==> src/rtl/core/clle_pkg.sv <==
// Package for the character linked-list engine: sizes, action and status codes.
// No dependencies.
package clle_pkg;
   localparam int CAPACITY = 32;
   localparam int IDX_W = $clog2(CAPACITY);
   localparam int CNT_W = $clog2(CAPACITY + 1);

   typedef logic [IDX_W-1:0] idx_type;

   typedef enum logic [2:0] {
      ACT_HEAD   = 3'd0,
      ACT_TAIL   = 3'd1,
      ACT_AFTER  = 3'd2,
      ACT_BEFORE = 3'd3,
      ACT_REMOVE = 3'd4,
      ACT_TRAV   = 3'd5
   } action_type;

   typedef enum logic [1:0] {
      ST_OK    = 2'd0,
      ST_MISS  = 2'd1,
      ST_FULL  = 2'd2,
      ST_EMPTY = 2'd3
   } status_type;
endpackage

==> src/rtl/core/char_linked_list_engine.sv <==
// Character linked-list engine top level: node pool memory, sequencer, output register.
// Depends on clle_pkg.
//
//  channel  dir  ports                              meaning
//  req      in   req_valid/stall, action, key, new  one list action per request
//  rsp      out  rsp_valid/stall, status, char,last one or more results per request
//
// One request at a time. A search or tail walk visits each node as an address
// step, then a registered read of the node memory; an insert or remove writes
// after the walk. A traverse visits each node as address, data and result, and
// gives one result per node, so up to CAPACITY results per request.
// Reset clears pointers and count and starts the free-list init pass: after
// reset the engine chains all nodes into the free list before taking requests.
// A stalled result holds the engine in its emit state; nothing is lost.
module char_linked_list_engine import clle_pkg::*; (
   input  logic       clock,
   input  logic       reset,
   input  logic       req_valid,
   output logic       req_stall,
   input  logic [2:0] req_action,
   input  logic [7:0] req_key_char,
   input  logic [7:0] req_new_char,
   output logic       rsp_valid,
   input  logic       rsp_stall,
   output logic [1:0] rsp_status,
   output logic [7:0] rsp_out_char,
   output logic       rsp_last
);
   typedef enum logic [7:0] {
      S_INIT = 8'b0000_0001,
      S_IDLE = 8'b0000_0010,
      S_RADR = 8'b0000_0100,  // address presented, data next cycle
      S_RDAT = 8'b0000_1000,  // node data available
      S_LINK = 8'b0001_0000,  // allocated node's old link read back: next free node
      S_EMIT = 8'b0010_0000,  // single result waits
      S_TOUT = 8'b0100_0000,  // traverse result waits
      S_WAIT = 8'b1000_0000   // second write step for remove / before / after
   } state_type;

   // node memories, registered read
   logic [7:0] char_mem [CAPACITY];
   logic [IDX_W-1:0] link_mem [CAPACITY];
   logic [7:0] rd_char;
   idx_type    rd_link;
   idx_type    rd_addr;
   logic       char_we, link_we;
   idx_type    char_wa, link_wa;
   logic [7:0] char_wd;
   idx_type    link_wd;

   always_ff @(posedge clock) begin
      if (char_we) char_mem[char_wa] <= char_wd;
      if (link_we) link_mem[link_wa] <= link_wd;
      rd_char <= char_mem[rd_addr];
      rd_link <= link_mem[rd_addr];
   end

   state_type  state_ff, state_in;
   idx_type    head_ff, head_in, free_ff, free_in;
   logic       head_nil_ff, head_nil_in, free_nil_ff, free_nil_in;
   logic [CNT_W-1:0] count_ff, count_in;
   logic [2:0] act_ff, act_in;
   logic [7:0] key_ff, key_in, nc_ff, nc_in;
   idx_type    cur_ff, cur_in, prev_ff, prev_in;
   logic       has_prev_ff, has_prev_in;
   logic [CNT_W-1:0] step_ff, step_in;
   logic [1:0] st_ff, st_in;
   logic [7:0] och_ff, och_in;
   logic       olast_ff, olast_in;
   logic       fin;

   assign req_stall   = (state_ff != S_IDLE);
   assign rsp_valid   = (state_ff == S_EMIT) || (state_ff == S_TOUT);
   assign rsp_status  = st_ff;
   assign rsp_out_char = och_ff;
   assign rsp_last    = olast_ff;

   always_comb begin
      state_in = state_ff; head_in = head_ff; head_nil_in = head_nil_ff;
      free_in = free_ff; free_nil_in = free_nil_ff; count_in = count_ff;
      act_in = act_ff; key_in = key_ff; nc_in = nc_ff;
      cur_in = cur_ff; prev_in = prev_ff; has_prev_in = has_prev_ff;
      step_in = step_ff; st_in = st_ff; och_in = och_ff; olast_in = olast_ff;
      rd_addr = cur_ff;
      char_we = 1'b0; char_wa = free_ff; char_wd = 8'd0;
      link_we = 1'b0; link_wa = free_ff; link_wd = '0;
      fin = 1'b0;
      case (state_ff)
         S_INIT: begin
            // chain node i to i+1; last link unused (free_nil marks end by count)
            link_we = 1'b1; link_wa = cur_ff; link_wd = cur_ff + idx_type'(1);
            cur_in = cur_ff + idx_type'(1);
            if (cur_ff == idx_type'(CAPACITY - 1)) begin
               state_in = S_IDLE;
               cur_in = '0;
            end
         end
         S_IDLE: begin
            if (req_valid) begin
               act_in = req_action; key_in = req_key_char; nc_in = req_new_char;
               st_in = ST_OK; och_in = 8'd0; olast_in = 1'b1;
               cur_in = head_ff; has_prev_in = 1'b0; step_in = '0;
               state_in = S_EMIT;
               case (req_action)
                  ACT_HEAD: begin
                     if (free_nil_ff) st_in = ST_FULL;
                     else begin
                        char_we = 1'b1; char_wd = req_key_char;
                        link_we = 1'b1; link_wd = head_ff;
                        head_in = free_ff; head_nil_in = 1'b0;
                        count_in = count_ff + 1'b1;
                        state_in = S_LINK;  // fetch next free
                        rd_addr = free_ff;
                        cur_in = free_ff;
                        act_in = ACT_HEAD;
                     end
                  end
                  ACT_TAIL: begin
                     if (free_nil_ff) st_in = ST_FULL;
                     else if (head_nil_ff) begin
                        char_we = 1'b1; char_wd = req_key_char;
                        head_in = free_ff; head_nil_in = 1'b0;
                        count_in = count_ff + 1'b1;
                        state_in = S_LINK; rd_addr = free_ff; cur_in = free_ff;
                     end else begin
                        rd_addr = head_ff; state_in = S_RDAT;
                     end
                  end
                  ACT_AFTER, ACT_BEFORE, ACT_REMOVE, ACT_TRAV: begin
                     if (head_nil_ff) st_in = ST_EMPTY;
                     else begin
                        rd_addr = head_ff; state_in = S_RDAT;
                     end
                  end
                  default: ;
               endcase
            end
         end
         S_RADR: begin
            rd_addr = cur_ff; state_in = S_RDAT;
         end
         S_RDAT: begin
            fin = (step_ff == CNT_W'(count_ff - 1'b1));
            step_in = step_ff + 1'b1;
            case (act_ff)
               ACT_TRAV: begin
                  och_in = rd_char; olast_in = fin; st_in = ST_OK;
                  cur_in = rd_link; state_in = S_TOUT;
               end
               ACT_TAIL: begin
                  if (fin) begin
                     // cur is tail: link it to new node, write node
                     link_we = 1'b1; link_wa = cur_ff; link_wd = free_ff;
                     char_we = 1'b1; char_wd = key_ff;
                     count_in = count_ff + 1'b1;
                     rd_addr = free_ff; cur_in = free_ff; state_in = S_LINK;
                  end else begin
                     cur_in = rd_link; state_in = S_RADR;
                  end
               end
               default: begin
                  if (rd_char == key_ff) begin
                     if (act_ff == ACT_REMOVE) begin
                        if (has_prev_ff) begin
                           link_we = 1'b1; link_wa = prev_ff; link_wd = rd_link;
                        end else head_in = rd_link;
                        head_nil_in = !has_prev_ff && fin;
                        state_in = S_WAIT;  // relink hit into free list next
                        prev_in = rd_link;
                     end else if (free_nil_ff) begin
                        st_in = ST_FULL; state_in = S_EMIT;
                     end else if (act_ff == ACT_BEFORE) begin
                        char_we = 1'b1; char_wd = nc_ff;
                        link_we = 1'b1;
                        if (has_prev_ff) begin
                           // predecessor points at new node; new node's link next
                           link_wa = prev_ff; link_wd = free_ff;
                           state_in = S_WAIT;
                        end else begin
                           link_wd = cur_ff;
                           head_in = free_ff;
                           count_in = count_ff + 1'b1;
                           rd_addr = free_ff; cur_in = free_ff; state_in = S_LINK;
                        end
                     end else begin
                        // insert after: hit points at new node, keep hit's old link
                        char_we = 1'b1; char_wd = nc_ff;
                        link_we = 1'b1; link_wa = cur_ff; link_wd = free_ff;
                        prev_in = rd_link;
                        state_in = S_WAIT;
                     end
                  end else if (fin) begin
                     st_in = ST_MISS; state_in = S_EMIT;
                  end else begin
                     prev_in = cur_ff; has_prev_in = 1'b1;
                     cur_in = rd_link; state_in = S_RADR;
                  end
               end
            endcase
         end
         S_WAIT: begin
            // second write step for remove / before / after
            if (act_ff == ACT_REMOVE) begin
               link_we = 1'b1; link_wa = cur_ff; link_wd = free_ff;
               free_in = cur_ff; free_nil_in = 1'b0;
               count_in = count_ff - 1'b1;
               state_in = S_EMIT;
            end else begin
               // new node's link, read of its old link in the same cycle
               link_we = 1'b1;
               link_wa = free_ff;
               link_wd = (act_ff == ACT_BEFORE) ? cur_ff : prev_ff;
               count_in = count_ff + 1'b1;
               rd_addr = free_ff; cur_in = free_ff; state_in = S_LINK;
            end
         end
         S_LINK: begin
            // rd_link holds the allocated node's old link (read issued in the
            // cycle the node was allocated), i.e. the next free node
            free_in = rd_link;
            free_nil_in = (count_ff == CNT_W'(CAPACITY));
            state_in = S_EMIT;
         end
         S_EMIT: begin
            if (!rsp_stall) state_in = S_IDLE;
         end
         S_TOUT: begin
            if (!rsp_stall) state_in = olast_ff ? S_IDLE : S_RADR;
         end
         default: state_in = S_IDLE;
      endcase
   end

   always_ff @(posedge clock) begin
      if (reset) begin
         state_ff <= S_INIT;
         head_ff <= '0; head_nil_ff <= 1'b1;
         free_ff <= '0; free_nil_ff <= 1'b0;
         count_ff <= '0;
         cur_ff <= '0;
      end else begin
         state_ff <= state_in;
         head_ff <= head_in; head_nil_ff <= head_nil_in;
         free_ff <= free_in; free_nil_ff <= free_nil_in;
         count_ff <= count_in;
         cur_ff <= cur_in;
      end
      act_ff <= act_in; key_ff <= key_in; nc_ff <= nc_in;
      prev_ff <= prev_in; has_prev_ff <= has_prev_in; step_ff <= step_in;
      st_ff <= st_in; och_ff <= och_in; olast_ff <= olast_in;
   end

   a_count: assert property (@(posedge clock) disable iff (reset)
      count_ff <= CNT_W'(CAPACITY)) else $error("node count overflow");
   a_full: assert property (@(posedge clock) disable iff (reset)
      (state_ff == S_IDLE) |-> (free_nil_ff == (count_ff == CNT_W'(CAPACITY))))
      else $error("free list end disagrees with count");
   a_empty: assert property (@(posedge clock) disable iff (reset)
      (state_ff == S_IDLE) |-> (head_nil_ff == (count_ff == '0)))
      else $error("head null disagrees with count");
   a_hold: assert property (@(posedge clock) disable iff (reset)
      rsp_valid && rsp_stall |=> rsp_valid && $stable(rsp_out_char))
      else $error("result dropped while stalled");
endmodule
==> config.mk <==
export PLATFORM = sky130hd
export DESIGN_NAME = char_linked_list_engine
export DESIGN_NICKNAME = d
export VERILOG_FILES = /design/src/rtl/core/clle_pkg.sv /design/src/rtl/core/char_linked_list_engine.sv
export SDC_FILE = /design/constraint.sdc
export NUM_CORES = 1
export LEC_CHECK = 0
export BUFFER_PORTS_ARGS = -buffer_cell sky130_fd_sc_hd__buf_2
export CORE_UTILIZATION = 57
export CTS_CLUSTER_SIZE = 24
export DETAILED_ROUTE_END_ITERATION = 12
export GPL_TIMING_DRIVEN = 1
export PLACE_DENSITY = 0.86
export RECOVER_POWER = 100
export SLEW_MARGIN = 10
export SYNTH_ARGS = -nofsm -noshare
export SYNTH_HDL_FRONTEND = slang
export SYNTH_SLANG_ARGS = --single-unit
==> constraint.sdc <==
create_clock -name clock -period 3.65 [get_ports clock]
set_input_delay 0.73 -clock clock [delete_from_list [all_inputs] [get_ports clock]]
set_output_delay 0.73 -clock clock [all_outputs]
set_load 0.02 [all_outputs]
Word level (Yosys, flattened, before mapping)
Memory sizes are Yosys's and may differ from the RTL's. A register that Yosys moved wholly into a read port is not among the register bits.
Cells that the tools add are included.

storage, ports and cells
  flip-flop bits (word level) = 73
  bits in writable memories = 416
  input bits = 23
  output and inout bits = 13
  word-level logic and storage cells = 265
  memories = 2

operators by class
  $add $sub $neg = 4
  equal/unequal tests = 57
  mux-type cells = 161
  bitwise operators = 1
  reductions and logical operators = 24

memory list
  memory    depth  bits a word  read ports  clocked after memory_dff  write ports  RTL line                       RTL
  char_mem  32     8            1           1                         1            char_linked_list_engine.sv:41  logic [7:0] char_mem [CAPACITY];
  link_mem  32     5            1           1                         1            char_linked_list_engine.sv:42  logic [IDX_W-1:0] link_mem [CAPACITY];

operators by type and width
  operator                                                         count
  5-bit two-way mux                                                51
  8-bit two-way mux                                                19
  6-bit two-way mux                                                17
  8-bit case mux with 2 select lines                               5
  5-bit case mux with 2 select lines                               7
  8-bit case mux with 8 select lines                               1
  5-bit case mux with 3 select lines                               3
  5-bit case mux with 4 select lines                               2
  6-bit case mux with 2 select lines                               3
  6-bit case mux with 3 select lines                               2
  3-bit inequality test, second input constant                     11
  2-bit inequality test, second input constant                     16
  1-bit two-way mux                                                29
  1-bit case mux with 2 select lines                               8
  2-bit two-way mux                                                7
  7-bit AND reduction                                              2
  13-bit AND reduction                                             1
  6-bit by 1-bit adder with 6-bit output, second input constant    2
  3-bit == test, second input constant                             4
  4-bit inequality test, second input constant                     3
  2-bit case mux with 2 select lines                               3
  5-bit AND reduction                                              2
  3-bit by 2-bit == test with 1-bit output, second input constant  3
  3-bit two-way mux                                                3
  35 further kinds                                                 43

Longest topological paths before layout
  depth after elaboration = 8
  mapped depth = 16
  mapped depth without buffers = 12

Least setup slack after synthesis
OpenSTA, ideal clock, no wires.

  kind = reg-to-reg
  start point = register state_ff[6]
  end point = memory char_mem[0][3] (data pin)
  setup time = 0.454 ns
  arrival = 3.557 ns
  data required time = 3.196 ns
  path slack = -0.361 ns
  cell stages (with the launch flop) = 12
  buffers on the path = 5
  clock period less this slack = 4.011 ns
  cell sequence = dfxtp_1 buf_2 or3_4 nor2_4 nand2_1 inv_2 buf_2 buf_1 buf_2 clkbuf_1 nand2_1 o21ai_0

on the way
  cells in the longest elaborated chain, start to end = 2
  elaborated cells between the ends (all ways) = 3
  classes of those cells = 2 x eq/ne; 1 x mux

ends and longest elaborated chain
  element                                                                                               RTL line                        RTL
  start, declared                                                                                       char_linked_list_engine.sv:58   state_type state_ff, state_in;
  start signal, assigned                                                                                char_linked_list_engine.sv:242  state_ff <= state_in;
  8-bit by 4-bit == test with 1-bit output or 8-bit by 2-bit == test with 1-bit output (tied branches)  char_linked_list_engine.sv:88   case (state_ff)
  8-bit case mux with 2 select lines *                                                                  char_linked_list_engine.sv:88
  named net char_wd[3]                                                                                  char_linked_list_engine.sv:48   logic [7:0] char_wd;
  end, declared                                                                                         char_linked_list_engine.sv:41

Mark *: on every way through the listed nets, which the timed path passes. The rest lies on a longest branch.

Final worst setup path
  start point = register count_ff[0]
  end point = register rd_char[6] (read register of char_mem)

on the way
  cells in the longest elaborated chain, start to end = 5

ends and longest elaborated chain
  element                                      RTL line                        RTL
  start, declared                              char_linked_list_engine.sv:61   logic [CNT_W-1:0] count_ff, count_in;
  start signal, assigned                       char_linked_list_engine.sv:245  count_ff <= count_in;
  6-bit by 1-bit subtractor with 6-bit output  char_linked_list_engine.sv:143  fin = (step_ff == CNT_W'(count_ff - 1'b1));
  6-bit == test                                char_linked_list_engine.sv:143
  5-bit two-way mux                            char_linked_list_engine.sv:151  if (fin) begin
  5-bit case mux with 2 select lines           char_linked_list_engine.sv:145  case (act_ff)
  5-bit case mux with 3 select lines           char_linked_list_engine.sv:88
  end, declared                                char_linked_list_engine.sv:43   logic [7:0] rd_char;

Every way passes these cells.
A chain may end at the register's enable or synchronous reset.

==> results.ini <==
[status]
outcome=finished with violations
violations=setup timing

[cts]
cts-root-buf=clkbuf_16
cts.clk_slew.worst_paths_ns=0.06
cts_tree=built
cts_made_buffers=50
cts_sinks=502
clk_latency_ns=0.61
ctsHoldBuffers=0
cts-htree-levels=2
clockBufferDepth=3

[setup_path]
crit_chain=inv_2, ha_4, and2_4, a211o_1, a32oi_4, nor2_4, or3_1, a41oi_4, buf_4, and4bb_4, a22oi_1, buf_4, nand4_1, buf_4, nor4_2
cpPeakStageDelay_ns=0.37
cp_max_fo=7
crit_type=flop to flop
cp.required_ns=4.13
r2r_slack_ns=-0.08
cpMostUsedCell=buf_4
critPathLaunchType=flop
endpoint_kind=flop
critPathSlowestCell=or3_1
reg2reg_depth=15
critPathArrivalTime_ns=4.21

[cells_and_area]
n_antenna_cell=0
syn_to_final_growth_pct=21.0
final_util_pct=70.2
nets=2002
drive_above_1_share_pct=23.9
mostFrequentLayoutCell=edfxtp_1
final_cell_mix=edfxtp_1 (458), buf_4 (253), mux2i_1 (217)
finalNonFillerCells=2532
fillers=2427

[global_routing]
grt_pass1_vias=16500
grt_pass1_wl_um=102000
grt_max_degree=33
antenna_found_initial=0
grt.total_usage_pct=33.7
grt.overflow.total=0

[timing]
finalCritPeriodShare_pct=102
fmax_mhz=268
worst_pin_slew_ns=1.02
hold_viol=0
drv_slew=0
fin_crit_ns=3.73
final.setup.worst_slack_ns=-0.0822
fin_skew_ns=0.0258
relSlewSlack_pct=31.8
finalSetupViolCount=2

[routing]
drt_pre_antenna_iters=7
vias_per_cell=6.62
ant_nets=0
drc=0
drtIter0Drc=2541
route.vias.total=16800
wl_um=68700
wire_per_inst_um=27.1

[synth]
syn_area_per_cell_um2=13.2
yosysUniqueCellTypes=87
yosys_register_bits=502
synth-seq-area-share_pct=65.0
syn_nets=1735
ys.flop_type=edfxtp_1
synth_edf_count=458
syn_inst=1707
synth-async-reset-ratio_pct=0
ys_warn_count=0
synth_area_um2=22500

[place]
port_buffers=35
hpwlAfterDp_um=43300
dpl_worst_slack_ns=-0.464
placed_cells=2429
place.gp.congestion=1.04

[floorplanning]
fp.dieH_um=201
rows=72
design.core.area_um2=38800
ioPinCount=36
fp.dieW_um=201
initial_utilization_pct=58.0
design.die.area_um2=40300

[worst_hold_path]
hp-class=primary input to flop
hold_depth=1

[pwr]
cellPowerDensity_nw_per_um2=522
power_mw=14.2
peakVddDrop_v=0.000534
leakage_nw=9.68

[flow_run]
maxCapViolations=0

## state kept, by name, summed over array words and instances (netlist names), 6 cells and up
name          count
state_ff          8
rsp_out_char      8
step_ff           6
rd_char           8
count_ff          6
char_mem        256
key_ff            8
nc_ff             8
link_mem        160
## synth_stat cells, types with 4 or more instances
master / number / area share (%)
clkbuf_1: 47 / 0.78
mux2_2: 5 / 0.25
xor2_1: 7 / 0.27
buf_6: 12 / 0.60
inv_1: 17 / 0.28
nand3_1: 35 / 0.78
xnor2_1: 23 / 0.90
a311oi_1: 4 / 0.16
o311ai_0: 6 / 0.23
buf_4: 16 / 0.53
buf_2: 25 / 0.56
mux2i_1: 219 / 9.7
nor4_1: 20 / 0.56
and2_1: 15 / 0.42
nor2_1: 151 / 2.5
or3_1: 4 / 0.11
buf_1: 8 / 0.13
nand2_1: 153 / 2.6
a21oi_1: 55 / 1.2
and3_1: 16 / 0.44
o22ai_1: 13 / 0.36
or3_4: 4 / 0.20
nor2b_1: 8 / 0.22
nand2b_1: 12 / 0.33
o21ai_1: 4 / 0.089
o21a_1: 5 / 0.17
dfxtp_1: 44 / 3.9
a32oi_1: 4 / 0.16
a31oi_1: 7 / 0.19
or2_2: 6 / 0.17
or2_1: 4 / 0.11
a211oi_1: 19 / 0.63
o31ai_1: 5 / 0.17
nor3b_1: 4 / 0.13
edfxtp_1: 458 / 61
ha_1: 5 / 0.28
o21ai_0: 64 / 1.4
nand4_1: 21 / 0.58
a221oi_1: 15 / 0.58
a211o_1: 4 / 0.16
nor3_1: 22 / 0.49
a22oi_1: 63 / 2.1
o211ai_1: 12 / 0.40
## layout make-up
class / count / area, um^2 / area share (%)
Clock buffer: 59 / 1310 / 4.79
Clock inverter: 33 / 353 / 1.30
Inverter: 18 / 67.6 / 0.248
Multi-Input combinational cell: 1079 / 7600 / 27.9
Sequential cell: 502 / 14600 / 53.7
Tap cell: 518 / 648 / 2.38
Timing Repair Buffer: 323 / 2630 / 9.66
## through the flow
step	setup TNS, ns	instance area [um^2]	hold WS [ns]
after floorplan	-92.39	22500	0.502
after global placement	-6.62	25100	0.504
after detailed placement	-8.77	25100	0.506
after CTS	-0.0175	27000	0.277
after global routing	-0.491	27200	0.283
final	-0.0826	27200	0.299
## path summary, 6_finish.rpt
kind | startpoint | end
max reg2reg | count_ff[0] | rd_char[6]
min | req_new_char[0] | nc_ff[0]
max | count_ff[0] | rd_char[6]
min reg2reg | state_ff[6] | state_ff[6]
## power breakdown
part	leakage [nW]	switching (mW)	internal (mW)	total [mW]
Clock	0.807	2.29	2.94	5.23
Sequential	4.44	0.201	6.48	6.68
Combinational	4.43	1.34	0.966	2.31
Total	9.68	3.83	10.4	14.2
## critical path: cells and delay by family, from the launching register on
family          cells  cell delay, ns
simple gates        6            1.38
compound gates      4            1.19
flops               1            0.34
fa+ha+maj           1            0.16
buf+inv             4            0.53
## layer usage
layer / share of wire [%] / vias up / global-route usage (%)
met5: 0 / - / 0
li1: - / 7079 / -
met4: 5.3 / 0 / 16.0
met3: 11 / 293 / 6.07
met2: 48 / 1355 / 55.3
met1: 35 / 8046 / 43.7
## cell families (layout without fill, tap and decap cells)
group	Yosys count	after routing	share of synthesized area, %
fa+ha+maj	5	5	0.278
simple gates	504	504	10.9
compound gates	316	316	9.76
mux	224	224	9.99
buf+inv	126	433	2.91
flops	502	502	65.0
xor+xnor	30	30	1.17
## what timing repair did
| item | CTS | global route |
|---|---|---|
| gates cloned | 2 | 1 |
| resized for setup | 40 | 52 |
| pin swaps | 8 | 11 |
| setup buffers | 3 | 6 |
| endpoints found under the setup margin | 268 | 373 |
No activity file was read; power rests on OpenSTA's default activity.
